File: src/rtl/core/wsa_pkg.sv
package wsa_pkg;

  localparam int TEMP_W = 16;
  localparam int PRES_W = 17;
  localparam int HUM_W  = 14;
  localparam int RING_W = TEMP_W + PRES_W + HUM_W;

  // every mean fits in this many quotient bits (temperature magnitude up to 2^15)
  localparam int QUO_W  = 17;
  localparam int STEP_W = 5;

  typedef enum logic [5:0] {
    S_IDLE  = 6'b000001,
    S_SUM   = 6'b000010,
    S_DIV_T = 6'b000100,
    S_DIV_P = 6'b001000,
    S_DIV_H = 6'b010000,
    S_OUT   = 6'b100000
  } wsa_state_t;

endpackage

File: src/rtl/core/wsa_div.sv
module wsa_div import wsa_pkg::*; #(
  parameter int CNT_W = 7,
  parameter int DIV_W = QUO_W + CNT_W
) (
  input  logic               clk,
  input  logic               rst_n,
  input  logic               start,
  input  logic [DIV_W-1:0]   dividend,
  input  logic [CNT_W-1:0]   divisor,
  output logic               done,
  output logic [QUO_W-1:0]   quotient
);

  logic               busy_r;
  logic               done_r;
  logic [STEP_W-1:0]  step_r;
  logic [CNT_W-1:0]   rem_r;
  logic [QUO_W-1:0]   dq_r;
  logic [CNT_W-1:0]   dvs_r;

  logic [CNT_W:0]     trial;
  logic [CNT_W:0]     diff;
  logic               ge;
  logic [CNT_W-1:0]   rem_nxt;
  logic [QUO_W-1:0]   dq_nxt;

  // restoring division, one quotient bit per cycle; the upper dividend bits
  // start as the remainder since the quotient is known to fit in QUO_W bits
  always_comb begin
    trial   = {rem_r, dq_r[QUO_W-1]};
    diff    = trial - {1'b0, dvs_r};
    ge      = (trial >= {1'b0, dvs_r});
    rem_nxt = ge ? diff[CNT_W-1:0] : trial[CNT_W-1:0];
    dq_nxt  = {dq_r[QUO_W-2:0], ge};
  end

  always_ff @(posedge clk) begin
    if (!rst_n) begin
      busy_r <= 1'b0;
      done_r <= 1'b0;
      step_r <= '0;
    end else if (start) begin
      busy_r <= 1'b1;
      done_r <= 1'b0;
      step_r <= '0;
    end else if (busy_r) begin
      step_r <= step_r + STEP_W'(1);
      if (step_r == STEP_W'(QUO_W - 1)) begin
        busy_r <= 1'b0;
        done_r <= 1'b1;
      end
    end else begin
      done_r <= 1'b0;
    end
  end

  always_ff @(posedge clk) begin
    if (start) begin
      rem_r <= dividend[DIV_W-1:QUO_W];
      dq_r  <= dividend[QUO_W-1:0];
      dvs_r <= divisor;
    end else if (busy_r) begin
      rem_r <= rem_nxt;
      dq_r  <= dq_nxt;
    end
  end

  assign done     = done_r;
  assign quotient = dq_r;

endmodule

File: src/rtl/core/windowed_sensor_average.sv
// channel | direction | handshake             | payload
// in_     | input     | in_valid / in_ready   | temperature_in, pressure_in, humidity_in
// out_    | output    | out_valid / out_ready | mean_temperature, mean_pressure,
//         |           |                       | mean_humidity, samples_held
//
// each sample runs one sum update, then three 17-step divisions on the shared
// bit-serial divider, then the output load
// in_ready is high only in the idle state; a finished beat waits in the output
// register, so the next sample can be taken and worked on while it is stalled
// synchronous active-low reset clears the window count, write slot and sums;
// the ring memory is not cleared, an entry is subtracted only once the ring is full
module windowed_sensor_average import wsa_pkg::*; #(
  parameter int DEPTH = 64
) (
  input  logic                                   clk,
  input  logic                                   rst_n,
  input  logic                                   in_valid,
  output logic                                   in_ready,
  input  logic signed [TEMP_W-1:0]               in_temperature_in,
  input  logic [PRES_W-1:0]                      in_pressure_in,
  input  logic [HUM_W-1:0]                       in_humidity_in,
  output logic                                   out_valid,
  input  logic                                   out_ready,
  output logic signed [TEMP_W-1:0]               out_mean_temperature,
  output logic [PRES_W-1:0]                      out_mean_pressure,
  output logic [HUM_W-1:0]                       out_mean_humidity,
  output logic [$clog2(DEPTH+1)-1:0]             out_samples_held
);

  localparam int CNT_W    = $clog2(DEPTH + 1);
  localparam int ADDR_W   = (DEPTH > 1) ? $clog2(DEPTH) : 1;
  // sums are sized for DEPTH full-scale samples
  localparam int T_SUM_W  = TEMP_W + CNT_W;
  localparam int P_SUM_W  = PRES_W + CNT_W;
  localparam int H_SUM_W  = HUM_W + CNT_W;
  localparam int DIV_W    = QUO_W + CNT_W;

  wsa_state_t state_r, state_nxt;

  // window bookkeeping
  logic [ADDR_W-1:0]          slot_r;
  logic [CNT_W-1:0]           cnt_r;
  logic signed [T_SUM_W-1:0]  t_sum_r;
  logic [P_SUM_W-1:0]         p_sum_r;
  logic [H_SUM_W-1:0]         h_sum_r;

  // captured sample and the ring entry it replaces
  logic signed [TEMP_W-1:0]   t_smp_r;
  logic [PRES_W-1:0]          p_smp_r;
  logic [HUM_W-1:0]           h_smp_r;
  logic [RING_W-1:0]          ring [DEPTH];
  logic [RING_W-1:0]          rd_data_r;

  // quotients collected from the shared divider
  logic [TEMP_W-1:0]          q_t_r;
  logic [PRES_W-1:0]          q_p_r;
  logic                       div_started_r;

  // output register
  logic                       out_valid_r;
  logic signed [TEMP_W-1:0]   out_t_r;
  logic [PRES_W-1:0]          out_p_r;
  logic [HUM_W-1:0]           out_h_r;
  logic [CNT_W-1:0]           out_cnt_r;

  logic                       in_fire;
  logic                       full;
  logic signed [TEMP_W-1:0]   old_t;
  logic [PRES_W-1:0]          old_p;
  logic [HUM_W-1:0]           old_h;
  logic signed [T_SUM_W-1:0]  t_sub, t_add;
  logic [P_SUM_W-1:0]         p_sub;
  logic [H_SUM_W-1:0]         h_sub;
  logic                       t_neg;
  logic [T_SUM_W-1:0]         t_mag;
  logic                       div_start;
  logic                       div_done;
  logic [DIV_W-1:0]           div_dividend;
  logic [QUO_W-1:0]           div_quotient;
  logic                       out_load;
  logic [TEMP_W-1:0]          mean_t;

  assign in_ready = (state_r == S_IDLE);
  assign in_fire  = in_valid && in_ready;
  assign full     = (cnt_r == CNT_W'(DEPTH));

  // ring word layout: temperature, pressure, humidity
  assign old_t = signed'(rd_data_r[RING_W-1 -: TEMP_W]);
  assign old_p = rd_data_r[PRES_W+HUM_W-1 -: PRES_W];
  assign old_h = rd_data_r[HUM_W-1:0];

  // oldest entry leaves the sums only once the ring is full
  always_comb begin
    t_sub = full ? T_SUM_W'(old_t) : '0;
    p_sub = full ? P_SUM_W'(old_p) : '0;
    h_sub = full ? H_SUM_W'(old_h) : '0;
    t_add = T_SUM_W'(t_smp_r);
  end

  // temperature divides on its magnitude so the mean truncates toward zero
  assign t_neg = t_sum_r[T_SUM_W-1];
  assign t_mag = t_neg ? T_SUM_W'(-t_sum_r) : T_SUM_W'(t_sum_r);

  always_comb begin
    unique case (state_r)
      S_DIV_T: div_dividend = DIV_W'(t_mag);
      S_DIV_P: div_dividend = DIV_W'(p_sum_r);
      S_DIV_H: div_dividend = DIV_W'(h_sum_r);
      default: div_dividend = '0;
    endcase
  end

  // one start per division state, the done pulse moves the sequencer on
  assign div_start = !div_started_r &&
                     (state_r == S_DIV_T || state_r == S_DIV_P || state_r == S_DIV_H);

  wsa_div #(
    .CNT_W (CNT_W),
    .DIV_W (DIV_W)
  ) u_div (
    .clk      (clk),
    .rst_n    (rst_n),
    .start    (div_start),
    .dividend (div_dividend),
    .divisor  (cnt_r),
    .done     (div_done),
    .quotient (div_quotient)
  );

  // output register frees up when empty or when its beat is taken
  assign out_load = (state_r == S_OUT) && (!out_valid_r || out_ready);
  assign mean_t   = t_neg ? TEMP_W'(-q_t_r) : q_t_r;

  always_comb begin
    state_nxt = state_r;
    unique case (state_r)
      S_IDLE:  if (in_fire) begin
        state_nxt = S_SUM;
      end
      S_SUM:   state_nxt = S_DIV_T;
      S_DIV_T: if (div_done && div_started_r) begin
        state_nxt = S_DIV_P;
      end
      S_DIV_P: if (div_done && div_started_r) begin
        state_nxt = S_DIV_H;
      end
      S_DIV_H: if (div_done && div_started_r) begin
        state_nxt = S_OUT;
      end
      S_OUT:   if (out_load) begin
        state_nxt = S_IDLE;
      end
      default: state_nxt = S_IDLE;
    endcase
  end

  // control state
  always_ff @(posedge clk) begin
    if (!rst_n) begin
      state_r       <= S_IDLE;
      slot_r        <= '0;
      cnt_r         <= '0;
      t_sum_r       <= '0;
      p_sum_r       <= '0;
      h_sum_r       <= '0;
      div_started_r <= 1'b0;
      out_valid_r   <= 1'b0;
    end else begin
      state_r <= state_nxt;
      if (state_r == S_SUM) begin
        t_sum_r <= t_sum_r - t_sub + t_add;
        p_sum_r <= p_sum_r - p_sub + P_SUM_W'(p_smp_r);
        h_sum_r <= h_sum_r - h_sub + H_SUM_W'(h_smp_r);
        if (!full) begin
          cnt_r <= cnt_r + CNT_W'(1);
        end
        if (slot_r == ADDR_W'(DEPTH - 1)) begin
          slot_r <= '0;
        end else begin
          slot_r <= slot_r + ADDR_W'(1);
        end
      end
      if (div_start) begin
        div_started_r <= 1'b1;
      end else if (div_done) begin
        div_started_r <= 1'b0;
      end
      if (out_load) begin
        out_valid_r <= 1'b1;
      end else if (out_ready) begin
        out_valid_r <= 1'b0;
      end
    end
  end

  // sample capture, ring access and result payload
  always_ff @(posedge clk) begin
    if (in_fire) begin
      t_smp_r   <= in_temperature_in;
      p_smp_r   <= in_pressure_in;
      h_smp_r   <= in_humidity_in;
      rd_data_r <= ring[slot_r];
    end
    if (state_r == S_SUM) begin
      ring[slot_r] <= {t_smp_r, p_smp_r, h_smp_r};
    end
    if (state_r == S_DIV_T && div_done && div_started_r) begin
      q_t_r <= div_quotient[TEMP_W-1:0];
    end
    if (state_r == S_DIV_P && div_done && div_started_r) begin
      q_p_r <= div_quotient[PRES_W-1:0];
    end
    if (out_load) begin
      out_t_r   <= signed'(mean_t);
      out_p_r   <= q_p_r;
      out_h_r   <= div_quotient[HUM_W-1:0];
      out_cnt_r <= cnt_r;
    end
  end

  assign out_valid            = out_valid_r;
  assign out_mean_temperature = out_t_r;
  assign out_mean_pressure    = out_p_r;
  assign out_mean_humidity    = out_h_r;
  assign out_samples_held     = out_cnt_r;

`ifndef NO_ASSERTIONS
  // an accepted sample goes straight to the sum update
  a_fire_to_sum: assert property (@(posedge clk) disable iff (!rst_n)
    in_fire |=> state_r == S_SUM)
    else $error("sample not followed by sum update");

  // count grows by one per sample until it saturates at the window depth
  a_cnt_step: assert property (@(posedge clk) disable iff (!rst_n)
    state_r == S_SUM |=> (cnt_r == $past(cnt_r) + CNT_W'(1)) ||
                         (cnt_r == CNT_W'(DEPTH) && $past(cnt_r) == CNT_W'(DEPTH)))
    else $error("held count stepped wrongly");

  // a result beat always averages at least one and at most DEPTH samples
  a_cnt_range: assert property (@(posedge clk) disable iff (!rst_n)
    out_valid_r |-> out_cnt_r != '0 && out_cnt_r <= CNT_W'(DEPTH))
    else $error("result count out of range");

  // the divider start is never raised back to back
  a_div_once: assert property (@(posedge clk) disable iff (!rst_n)
    div_start |=> !div_start)
    else $error("divider restarted back to back");
`endif

endmodule
File: config.mk
export PLATFORM = sky130hd
export DESIGN_NAME = windowed_sensor_average
export DESIGN_NICKNAME = d
export VERILOG_FILES = /design/src/rtl/core/wsa_pkg.sv /design/src/rtl/core/wsa_div.sv /design/src/rtl/core/windowed_sensor_average.sv
export SDC_FILE = /design/constraint.sdc
export NUM_CORES = 2
export LEC_CHECK = 0
export BUFFER_PORTS_ARGS = -buffer_cell sky130_fd_sc_hd__buf_2
export CAP_MARGIN = 10
export CORE_MARGIN = 2
export CORE_UTILIZATION = 45
export DETAILED_ROUTE_END_ITERATION = 7
export SLEW_MARGIN = 20
export SYNTH_ARGS = -nofsm -noshare
export SYNTH_HDL_FRONTEND = slang
export SYNTH_SLANG_ARGS = --single-unit
export TNS_END_PERCENT = 1
File: constraint.sdc
create_clock -name clk -period 7.9 [get_ports clk]
set_clock_uncertainty 0.1 [all_clocks]
set_input_delay 0.79 -clock clk [delete_from_list [all_inputs] [get_ports clk]]
set_output_delay 0.79 -clock clk [all_outputs]
set_load 0.01 [all_outputs]
After elaboration in Yosys (flattened, before gate mapping)
Memory sizes are Yosys's and may differ from the RTL's. A register that Yosys moved wholly into a read port is not among the register bits.
Index checks and enable logic that the tools add are counted.
{ "word_totals": {"in_bits": 51, "elab_cells": 101, "memories": 1, "ff_bits": 261, "ramBits": 3008} }
{ "op_classes": {"n_eq_ne": 14, "reduce_logical": 20, "addsub": 12, "n_mux": 27, "n_lt_le_gt_ge": 1, "bitwise_logic": 3} }
{ "mem_list": {"columns": ["memory", "depth", "word_bits", "read_ports", "rd_ports_with_merged_regs", "write_ports", "line_no", "text"], "rows": [
  ["ring", 64, 47, 1, 1, 1, "windowed_sensor_average.sv:51", "logic [RING_W-1:0] ring [DEPTH];"]
]} }
{ "op_table": {"columns": ["op", "count"], "rows": [
  ["one-hot mux 24 bit (3 select lines)", 1],
  ["2-to-1 mux 17 bit", 3],
  ["2-to-1 mux 23 bit", 2],
  ["2-to-1 mux 6 bit", 6],
  ["one-hot mux 6 bit (6 select lines)", 1],
  ["adder 24 x 17 -> 24 bit", 1],
  ["subtractor 24 x 17 -> 24 bit", 1],
  ["adder 23 x 16 -> 23 bit", 1],
  ["negation 23 bit", 1],
  ["subtractor 23 bit", 1],
  ["adder 21 x 14 -> 21 bit", 1],
  ["2-to-1 mux 7 bit", 3],
  ["subtractor 21 x 14 -> 21 bit", 1],
  ["2-to-1 mux 16 bit", 1],
  ["negation 16 bit", 1],
  ["2-to-1 mux 14 bit", 1],
  ["== test 6 bit (second input constant)", 2],
  ["2-to-1 mux 1 bit", 9],
  ["greater-or-equal comparator 8 x 7 -> 1 bit", 1],
  ["logical AND 1 bit", 8],
  ["inequality test 2 x 1 -> 1 bit (second input constant)", 4],
  ["adder 7 x 1 -> 7 bit (second input constant)", 1],
  ["== test 7 bit (second input constant)", 1],
  ["subtractor 7 bit", 1],
  ["17 further kinds", 24]
]} }

Depth between registers and ports, before layout
{ "logic_depth": {"ltp_word": 5, "ltp_mapped": 20, "depth_no_buf": 18} }

Modules after synthesis
Synthesis repeated with hierarchy kept, for this count alone.
{ "hier_totals": {"cells_unflattened": 7598, "hier_area_um2": 131995.3} }
{ "by_module_without_submodules": {"columns": ["mod", "instances", "cells_per_inst", "seq_area_each_um2", "area_each_um2"], "rows": [
  ["windowed_sensor_average", 1, 7426, 97543.6, 129939.6],
  ["wsa_div", 1, 172, 1071.0, 2055.7]
]} }

Worst setup path after synthesis
OpenSTA, ideal clock, no wires.
{ "synth_timing": {"path_kind": "reg2reg", "from": "register cnt_r[0]", "to": "register p_sum_r[16]", "t_required_ps": 7659, "arrival_time_ps": 4360, "synth_period_minus_slack_ps": 4601, "path_stages_with_launch": 19, "path_buffers": 2, "setup_slack_ps": 3299, "path_cell_list": "dfxtp_1 -> inv_1 -> ha_1 -> or4b_2 -> nor3b_1 -> clkbuf_1 -> clkbuf_1 -> and2_1 -> fa_1 -> inv_1 -> ha_1 -> a2111oi_0 -> o21ai_0 -> a31o_2 -> a311oi_1 -> o21ai_0 -> a21oi_1 -> or4_1 -> o311ai_0"} }
{ "synth_via": {"elab_chain_cells": 4} }
{ "synth_rtl": {"columns": ["element", "line_no", "text"], "rows": [
  ["start, declared", "windowed_sensor_average.sv:42", "logic [CNT_W-1:0] cnt_r;"],
  ["start signal, assigned", "windowed_sensor_average.sv:175", "cnt_r <= cnt_r + CNT_W'(1);"],
  ["== test 7 bit", "windowed_sensor_average.sv:85", "assign full = (cnt_r == CNT_W'(DEPTH));"],
  ["2-to-1 mux 17 bit", "windowed_sensor_average.sv:95", "p_sub = full ? P_SUM_W'(old_p) : '0;"],
  ["subtractor 24 x 17 -> 24 bit", "windowed_sensor_average.sv:172", "p_sum_r <= p_sum_r - p_sub + P_SUM_W'(p_smp_r);"],
  ["adder 24 x 17 -> 24 bit", "windowed_sensor_average.sv:172", null],
  ["end signal, assigned", "windowed_sensor_average.sv:172", null],
  ["end, declared", "windowed_sensor_average.sv:44", "logic [P_SUM_W-1:0] p_sum_r;"]
]} }
Every way passes these cells.
A chain may end at the register's enable or synchronous reset.

==> PnR_summary.wiki <==
{| class="wikitable"
! Metric !! Value
|-
| CTS buffer count || between 300 and 400
|-
| Number of detailed-routing iterations run before antenna repair || 8
|-
| Number of vias per cell after detailed routing || roughly 6.5
|-
| Routed via count || about 80000
|-
| Count of H-tree levels built during CTS || 5
|-
| Cells on worst reg2reg path || 9
|-
| Std-Cell Rows || slightly below 200
|-
| Width of the die || 544 um
|-
| Cell type with the largest total area after synthesis || sky130_fd_sc_hd__edfxtp_1
|-
| Fin Setup TNS || 0 ns
|-
| Final Net Count || 8186
|-
| Maximum clock insertion buffer count || 4
|-
| Library cells used by synthesis || 75
|-
| Die Footprint || just under 300000 um^2
|-
| Detailed-route wire length || roughly 460000 um
|-
| 1st-iter DRT viols || approximately 14000
|-
| Largest net degree at the start of global routing || ~110
|-
| Endpoint of the worst hold-timing path || p_smp_r[9]
|-
| Slowest Stage Delay on Critical Path || between 0.8 and 0.9 ns
|-
| Library cell with the highest instance count after synthesis || sky130_fd_sc_hd__edfxtp_1
|-
| Cells along the critical path || buf_4, buf_4, mux2i_1, o21ai_0, a22oi_1, o21ai_0, a21oi_1, o221ai_1, or3_1
|-
| Tightest hold margin || 0.0283 ns
|-
| Vias in the first global route || approximately 76000
|-
| Violated checks || DRC
|-
| Post-Synthesis Mean Instance Area || around 17 um^2
|-
| Worst setup EP type || flop
|-
| Required time at the worst-slack endpoint || approximately 8.4 ns
|-
| Area growth, synth to finish || 13.8%
|-
| Endpoint of the most critical register-to-register path || rd_data_r[9]
|-
| Amount of wire on met3 after detailed routing || 57300 um
|-
| Wire length on met2 || 207000 um
|-
| Instance area after placement || roughly 140000 um^2
|-
| YS warnings || 0
|-
| Die height || 544 um
|-
| Number of synthesized flops with an enable pin || ~3200
|-
| Max-slew violation total from the final report || 0
|-
| Total non-filler cell area in the finished layout || 149000 um^2
|-
| Min-delay worst type || in2reg
|-
| DRT antenna net count || 0
|-
| Setup slack, reg-to-reg || 2.46 ns
|-
| Number of ports placed on the die boundary || about 110
|-
| Share of the core filled with cells in the final layout || 0.514
|-
| Part of the cycle the worst path needs || 0.688
|-
| Cell with the largest stage delay on the worst path || sky130_fd_sc_hd__dfxtp_4
|-
| Port Buffer Count || between 100 and 150
|-
| Sequential fraction of the synthesis area || 0.752
|-
| Most frequently used flop master after synthesis || sky130_fd_sc_hd__edfxtp_1
|-
| Outcome || finished with violations
|-
| Setup bufs post-CTS || 0
|-
| Maximum achievable frequency || 184 MHz
|-
| Share of layout cells above drive strength 1 || 0.172
|-
| Power density over the cells || between 200 and 250 nW/um^2
|-
| Clock root cell || sky130_fd_sc_hd__clkbuf_16
|-
| Share of flip-flops with an asynchronous set or reset after synthesis || 0
|-
| Core ar. || just under 300000 um^2
|-
| Largest cells by area after synthesis || sky130_fd_sc_hd__edfxtp_1, sky130_fd_sc_hd__mux4_2, sky130_fd_sc_hd__a221oi_1, sky130_fd_sc_hd__mux2i_1, sky130_fd_sc_hd__mux2_2
|-
| Startpoint of the tightest hold check path || in_pressure_in[9]
|-
| Most frequent cells after synthesis || sky130_fd_sc_hd__edfxtp_1, sky130_fd_sc_hd__a221oi_1, sky130_fd_sc_hd__nor2_1, sky130_fd_sc_hd__a21oi_1, sky130_fd_sc_hd__mux2i_1
|-
| M1 WL || around 170000 um
|-
| Highest signal layer in the routed design || met5
|-
| Clock tree from TritonCTS || yes
|-
| Netlist area before placement || 131000 um^2
|-
| Design Power || about 37000 uW
|-
| Hold-critical path depth || 1
|-
| VDD IR-drop max || 0.185 mV
|-
| Setup violators final || 0
|-
| Global placer's final weighted congestion || ~0.88
|-
| CP max FO || between 40 and 50
|-
| Kind of critical path || reg2reg
|-
| Leakage power || 0.0475 uW
|-
| CTS Sinks || around 3300
|-
| Max-capacitance violation count || 0
|-
| Crit path time final || roughly 5.4 ns
|-
| Post-DP HPWL || 256000 um
|-
| Overflow left after global routing || 0
|-
| Reg-to-reg critical path startpoint || slot_r[2]
|-
| Starting density of the core || 0.451
|-
| Instance count of the mapped netlist || 7687
|-
| Worst Setup Start Kind || flop
|-
| Clock slew seen by the registers of the worst setup and hold paths || roughly 0.06 ns
|-
| Data arrival, critical path || 5.96 ns
|-
| Measured slew at the worst slew-check pin || about 1.2 ns
|-
| Fill cells || 23456
|-
| Initial antenna violation count || 30
|-
| Unrepaired setup endpoints after global routing || no
|-
| Post-synthesis net count || between 7000 and 8000
|-
| Post-detailed-route DRC marker count || 5
|-
| Worst path buffer plus inverter count || 2
|-
| Relative slew slack || 0.187
|-
| Count of endpoints failing hold in the final timing report || 0
|-
| First-pass GRT wire length || between 600000 and 700000 um
|-
| Largest delay contributor family on the critical path || compound AO/OA/AOI/OAI gates
|-
| Area fraction of the dominant cell type after synthesis || 0.737
|-
| Wirelength per Cell || 37.7 um
|-
| Skew-Pair Late Insertion Delay || about 0.94 ns
|-
| GRT Total Usage || 0.305
|-
| Synth Register Bits || 3316
|}
cells in the final DEF, fill, tap and decap left out, types with 30 or more instances in the layout:
cell / netlist / routed
sky130_fd_sc_hd__a21oi_1: 354 / 354
sky130_fd_sc_hd__a221oi_1: 462 / 462
sky130_fd_sc_hd__a22o_1: 39 / 39
sky130_fd_sc_hd__a22oi_1: 140 / 140
sky130_fd_sc_hd__and2_1: 78 / 74
sky130_fd_sc_hd__buf_2: 151 / 106
sky130_fd_sc_hd__buf_4: 8 / 259
sky130_fd_sc_hd__bufinv_16: 0 / 34
sky130_fd_sc_hd__clkbuf_1: 223 / 58
sky130_fd_sc_hd__clkbuf_16: 0 / 349
sky130_fd_sc_hd__clkinv_1: 3 / 76
sky130_fd_sc_hd__clkinv_2: 0 / 56
sky130_fd_sc_hd__dfxtp_1: 96 / 93
sky130_fd_sc_hd__dlygate4sd3_1: 0 / 41
sky130_fd_sc_hd__edfxtp_1: 3220 / 3220
sky130_fd_sc_hd__fa_1: 54 / 54
sky130_fd_sc_hd__ha_1: 82 / 82
sky130_fd_sc_hd__inv_1: 248 / 246
sky130_fd_sc_hd__mux2_2: 191 / 191
sky130_fd_sc_hd__mux2i_1: 345 / 345
sky130_fd_sc_hd__mux4_2: 225 / 225
sky130_fd_sc_hd__nand2_1: 269 / 266
sky130_fd_sc_hd__nand3_1: 42 / 41
sky130_fd_sc_hd__nor2_1: 443 / 365
sky130_fd_sc_hd__nor2_4: 0 / 77
sky130_fd_sc_hd__o21ai_0: 260 / 260
sky130_fd_sc_hd__o221ai_1: 30 / 30
sky130_fd_sc_hd__o22ai_1: 145 / 145
sky130_fd_sc_hd__xnor2_1: 70 / 70
sky130_fd_sc_hd__xor2_1: 36 / 36
layer usage:
metal	track usage	vias up
met5	0.000162	-
met4	0.149	20
met3	0.0744	1165
met2	0.469	5938
met1	0.408	41053
li1	-	31471
worst max path at each step:
stage                               to  startpoint  cells past startpoint
after floorplan            p_sum_r[16]    cnt_r[0]                     18
after global placement    rd_data_r[9]   slot_r[2]                      9
after global routing       p_sum_r[16]    cnt_r[0]                     17
after detailed placement  rd_data_r[9]   slot_r[2]                      9
final                     rd_data_r[9]   slot_r[2]                      9
after CTS                 rd_data_r[9]   slot_r[2]                      9
kinds of logic (layout without fill, tap and decap cells):
kind of cell,Yosys count,in the layout,synth area share
AO/OA/AOI/OAI,1662,1662,0.0882
XOR/XNOR,106,106,0.00708
adder cells (fa/ha/maj),136,136,0.0161
AND/OR/NAND/NOR,983,983,0.0334
flip-flops,3316,3316,0.752
buffers and inverters,723,1298,0.0224
other,0,17,0
multiplexers,761,761,0.0813
sequential cells by signal, indices dropped and copies added (netlist names), 21 cells and up:
register	count
rd_data_r	47
p_sum_r	24
t_sum_r	23
ring	3008
h_sum_r	21
report_power, final:
group          internal, uW  total, uW  switching, uW
Sequential            19500      19600            124
Clock                  9280      16100           6800
Combinational           451       1580           1130
Total                 29200      37300           8060
area by class of cell:
type	count	area (um^2)	share of cell area
antenna	17	42.5	0.000285
clock buffer	415	9060	0.0607
clock inverter	194	1890	0.0127
inverter	253	971	0.00650
multi-input combinational	3648	30300	0.203
sequential	3316	98600	0.661
tap	3900	4880	0.0327
timing repair buffer	436	3500	0.0234
stage by stage:
stage               cells  setup slack (ns)
floorplan            7687              3.30
global placement    11506              2.59
detailed placement  11511              2.67
CTS                 12161              2.62
global route        12165              2.41
finish              12179              2.46
what timing repair did:
action	CTS	global route
resized for setup	0	0
hold buffers	41	0
hold endpoints to repair	41	0
Note: power is estimated with default switching activity, not from simulation.
